**src/rtl/smob_fifo.sv**
```systemverilog
// Small register queue between the front and back ends.
// No dependencies; it uses nothing from smob_pkg.
`timescale 1ns / 1ps

module smob_fifo #(
	parameter int W     = 8,
	parameter int DEPTH = 4
) (
	input  logic         clk,
	input  logic         arst_n,
	input  logic         push,
	input  logic [W-1:0] wdata,
	output logic         full,
	input  logic         pop,
	output logic [W-1:0] rdata,
	output logic         empty
);
	localparam int AW = $clog2(DEPTH);
	localparam int NW = $clog2(DEPTH + 1);

	logic [W-1:0]  mem [DEPTH];
	logic [AW-1:0] wp_q, rp_q;
	logic [NW-1:0] cnt_q;

	assign full  = (cnt_q == NW'(DEPTH));
	assign empty = (cnt_q == '0);
	assign rdata = mem[rp_q];

	always_ff @(posedge clk) begin
		if (push) begin
			mem[wp_q] <= wdata;
		end
	end

	always_ff @(posedge clk or negedge arst_n) begin
		if (!arst_n) begin
			wp_q  <= '0;
			rp_q  <= '0;
			cnt_q <= '0;
		end else begin
			if (push) begin
				wp_q <= wp_q + AW'(1);
			end
			if (pop) begin
				rp_q <= rp_q + AW'(1);
			end
			unique case ({push, pop})
				2'b10:   cnt_q <= cnt_q + NW'(1);
				2'b01:   cnt_q <= cnt_q - NW'(1);
				default: cnt_q <= cnt_q;
			endcase
		end
	end

endmodule

```
**config.mk**
```make
export PLATFORM = sky130hd
export DESIGN_NAME = smob_fifo
export DESIGN_NICKNAME = d
export VERILOG_FILES = /design/src/rtl/smob_fifo.sv
export SDC_FILE = /design/constraint.sdc
export NUM_CORES = 1
export LEC_CHECK = 0
export BUFFER_PORTS_ARGS = -buffer_cell sky130_fd_sc_hd__clkbuf_2
export CORE_MARGIN = 5
export CORE_UTILIZATION = 59
export CTS_CLUSTER_DIAMETER = 100
export DETAILED_ROUTE_END_ITERATION = 7
export PLACE_DENSITY = 0.82
export REMOVE_ABC_BUFFERS = 1
export SLEW_MARGIN = 30
export SYNTH_ARGS = -nofsm -noshare
export SYNTH_HDL_FRONTEND = slang
export SYNTH_SLANG_ARGS = --single-unit
```
**constraint.sdc**
```tcl
create_clock -name clk -period 2.1 [get_ports clk]
set_clock_uncertainty 0.15 [all_clocks]
set_input_delay 0.42 -clock clk [delete_from_list [all_inputs] [get_ports clk]]
set_output_delay 0.42 -clock clk [all_outputs]
set_load 0.02 [all_outputs]
```
# ---- After elaboration in Yosys (flattened, before gate mapping)
# Memories as Yosys holds them, arrays and structs flattened.
# Index checks and enable logic that the tools add are counted.
dict set report op_classes {
  add_sub_neg 4
  eq_ne 3
  mux 3
  n_reduce_logical 2
}
# op count
set op_table {}
lappend op_table {{$pmux 3 s2} 1}
lappend op_table {{$add 2x1->2 const B} 2}
lappend op_table {{$add 3x1->3 const B} 1}
lappend op_table {{$eq 3x3->1 const B} 1}
lappend op_table {{$logic_not 3->1} 1}
lappend op_table {{$sub 3x1->3 const B} 1}
lappend op_table {{$eq 2x1->1 const B} 1}
lappend op_table {{$eq 2x2->1 const B} 1}
lappend op_table {{$mux 1} 2}
lappend op_table {{$reduce_bool 2->1} 1}
dict set report totals {
  register_bits 7
  ram_bits 32
  memories 1
}
# name depth word_bits read_ports rd_clocked_by_memory_dff wr line_no
set mem_list {}
lappend mem_list {mem 4 8 1 0 1 21} ;# logic [W-1:0] mem [DEPTH];

# ---- Depth between registers and ports, before layout
dict set report depth {
  ltp_word 2
  ltp_mapped 7
}

# ---- Least setup slack after synthesis
# Ideal clock, no wire load.
dict set report synth_path {
  kind {input-to-reg}
  start {in push}
  end {reg cnt_q[2]}
  t_arrival_ps 1414
  required_ps 1871
  path_slack_ps 457
  path_stages 7
  path_buffers 0
  cell_sequence {inv_1 -> ha_1 -> inv_1 -> fa_1 -> xor2_1 -> nor2_1 -> xor2_1}
}
dict set report synth_between {
  elab_chain_cells 2
  elab_cells_between_ends 4
}
# item line_no
set synth_rtl {}
lappend synth_rtl {{from (decl)} 11} ;# input logic push,
lappend synth_rtl {{$eq 2x1->1 / $eq 2x2->1 (equally long branches)} 47} ;# unique case ({push, pop})
lappend synth_rtl {{$pmux 3 s2 / $reduce_bool 2->1 (equally long branches)} n/a}
lappend synth_rtl {{to (signal assigned)} 48} ;# 2'b10: cnt_q <= cnt_q + NW'(1);
lappend synth_rtl {{to (signal assigned)} 49} ;# 2'b01: cnt_q <= cnt_q - NW'(1);
lappend synth_rtl {{to (signal assigned)} 50} ;# default: cnt_q <= cnt_q;
lappend synth_rtl {{to (decl)} 23} ;# logic [NW-1:0] cnt_q;
# Several ways; a longest one is shown, not always the timed one.
# A chain may end at the register's enable or synchronous reset.

# ---- Worst setup path in the final report
dict set report layout_path {
  start {reg rp_q[0]}
  end {out rdata[7]}
}
dict set report layout_between {
  elab_chain_cells 1
}
# item line_no
set layout_rtl {}
lappend layout_rtl {{from (decl)} 22} ;# logic [AW-1:0] wp_q, rp_q;
lappend layout_rtl {{from (signal assigned)} 45} ;# rp_q <= rp_q + AW'(1);
lappend layout_rtl {{$mem_v2 4x8} n/a}
lappend layout_rtl {{to (decl)} 15} ;# output logic [W-1:0] rdata,
# Every way passes these cells.

==> metrics.md <==
| Metric | Value |
|---|---|
| Hpwl dp | approximately 1600 um |
| Cell Area, Synth | 1550 um^2 |
| EDFF count, synth | 32 |
| Failing checks | setup timing |
| Post-route setup slack | -10.0 ps |
| Yosys top cell area share | 0.619 |
| Synth Warn # | 0 |
| Period minus WS final | roughly 2100 ps |
| Period utilization | 1.00 |
| Fin Setup TNS | -19.6 ps |
| Static leakage | roughly 0.00073 uW |
| CP startpoint kind | flip-flop |
| Ys async rst share | 0.179 |
| Yosys top cell by area | edfxtp_1 |
| Run status | finished with violations |
| First-pass GRT wire length | 3770 um |
| I/O pins | 22 |
| Final setup viols | 3 |
| Final WL | approximately 2300 um |
| Sink Count | 39 |
| Hold Path Class | input port to flip-flop |
| Distinct cell type count after synthesis | 16 |
| Slew HR | 0.710 |
| Core area | 2500 um^2 |
| H-tree depth | 2 |
| Clock buffer depth | 2 |
| Initial Util | 0.621 |
| Required time worst endpoint | about 1500 ps |
| Gate Count Post-Synth | 79 |
| Crit Path Class | flip-flop to output port |
| Vias | around 750 |
| WL/cell | roughly 16 um |
| Layout net count | roughly 130 |
| Total gr overflow | 0 |
| RSZ-0062 raised after global routing | true |
| CP Max Fanout | 5 |
| Diodes inserted | 0 |
| Register area share after synthesis | 0.732 |
| Max-cap viol count | 0 |
| GRT met2 Usage | 0.255 |
| Mean post-synth cell area | about 20 um^2 |
| Met1 usage | 0.175 |
| Die width | 61.3 um |
| Clk pin slew, worst setup/hold paths | approximately 110 ps |
| Final RePlAce weighted congestion | just under 0.7 |
| Commonest cells post-synth | edfxtp_1 (32), mux4_2 (8), dfrtp_1 (7), inv_1 (6), ha_1 (5) |
| Placed cell count | 130 |
| Initial DRC count | 11 |
| Area grow syn2layout | 20.5% |
| CTS tree | built |
| Gr busiest metal | met2 |
| Synth Flop Type | edfxtp_1 |
| Max Fclk | 474 MHz |
| Antenna-violating nets left | 0 |
| Fillers | 146 |
| Fin. max-slew vios | 0 |
| Flip-flop and latch count after synthesis | 39 |
| Crit path DAT | 1540 ps |
| Pre-Repair DR Iteration Count | 4 |
| Num rows | 18 |
| Die area | about 3800 um^2 |
| Vias in the first global route | 837 |
| Residual DRC count | 0 |
| Synth area leaders | edfxtp_1 (62%), mux4_2 (12%), dfrtp_1 (11%) |
| Final std cells w/o fill | 140 |
| Final total power | ~2700 uW |
| Critical path capture point type | output port |
| Most frequent cell after synthesis | edfxtp_1 |
| Num CTS Buffers | 5 |
| Slew at the pin closest to its max-slew limit | 435 ps |
| Port Buffers | 21 |
| Worst-skew pair later-pin latency | 330 ps |
| Pin count of the biggest net entering global routing | 13 |
| Power Density | around 1500 nW/um^2 |
| Max VDD drop | about 1100 uV |
| Chip Height | between 60 and 70 um |
| Final hold vios | 0 |
| Vias per inst | 5.35 |
| Overall Global Routing Usage | 0.152 |
| Met3 global-route usage | 0.0566 |
| Share of cells above drive strength 1 | 0.355 |
| Clk root buf | clkbuf_4 |
| Initial antenna violation count | 0 |
[repair_timing]
action,CTS,global route
buffers inserted,0,1
hold buffers,1,0
endpoints found under the hold margin,7,0
setup endpoints to repair,8,8
resized for setup,0,26
[area by class of cell]
cell class | count | area [um^2] | area share
Multi-Input combinational cell | 32 | 377 | 0.201
Timing Repair Buffer | 25 | 195 | 0.104
Clock buffer | 6 | 41.3 | 0.0221
Tap cell | 30 | 37.5 | 0.0201
Clock inverter | 2 | 60.1 | 0.0321
Sequential cell | 39 | 1140 | 0.608
Inverter | 6 | 22.5 | 0.0120
[stage by stage]
stage	instance area (um^2)	setup WS, ps	hold slack (ps)	utilization
final	1870	-10.0	143	0.748
after detailed placement	1690	233	116	0.677
after floorplan	1540	286	-25.6	-
after CTS	1800	-45.9	129	0.722
after global routing	1870	-108	109	0.748
after global placement	1690	280	109	0.677
[worst paths after layout]
kind | to | from | slack [ps] | cells after the start
setup / recovery | rdata[7] | rp_q[0] | -10 | 3
hold / removal | mem[3][7] | wdata[7] | 140 | 1
setup reg to reg | cnt_q[2] | cnt_q[0] | 550 | 5
hold reg to reg | cnt_q[2] | cnt_q[2] | 360 | 1
max in group asynchronous | cnt_q[0] | arst_n | 1350 | 2
min in group asynchronous | rp_q[0] | arst_n | 290 | 2
[power breakdown]
part / switching, uW / leakage [uW] / internal (uW) / total (uW)
Sequential: 116 / 0.000377 / 1040 / 1150
Clock: 227 / 0.0000525 / 372 / 598
Combinational: 467 / 0.000299 / 503 / 969
[cells in the final DEF (no fill, tap or decap), types with 2 or more instances in the layout]
cell / instances
o21ai_0: 2
mux4_2: 8
xor2_1: 4
clkbuf_2: 13
dfrtp_1: 7
bufinv_16: 2
buf_6: 10
nand2_1: 3
and2_1: 4
ha_1: 5
inv_1: 6
edfxtp_1: 32
clkbuf_4: 5
xnor2_1: 2
[critical path, cell delays in order (launching register included)]
cell	delay [ps]
dfrtp_1	390
buf_6	140
mux4_2	520
buf_6	150
[cells by family (layout without fill, tap and decap cells)]
| logic type | Yosys count | after routing | share of synthesized area |
|---|---|---|---|
| flip-flops | 39 | 39 | 0.732 |
| AND/OR/NAND/NOR | 10 | 10 | 0.0331 |
| multiplexers | 8 | 8 | 0.116 |
| buffers and inverters | 8 | 39 | 0.0250 |
| adder cells (fa/ha/maj) | 6 | 6 | 0.0532 |
| XOR/XNOR | 6 | 6 | 0.0339 |
| AO/OA/AOI/OAI | 2 | 2 | 0.00645 |
[sequential cells by signal (all words and copies together) (netlist names)]
register  count
mem          32
cnt_q         3
rp_q          2
wp_q          2
[per-layer routing]
| layer | wire [um] | part of all wire |
|---|---|---|
| met4 | 51 | 0.022 |
| met5 | 0 | 0 |
| met2 | 1210 | 0.53 |
| met1 | 885 | 0.39 |
| met3 | 152 | 0.066 |
Note: power is estimated with default switching activity, not from simulation.
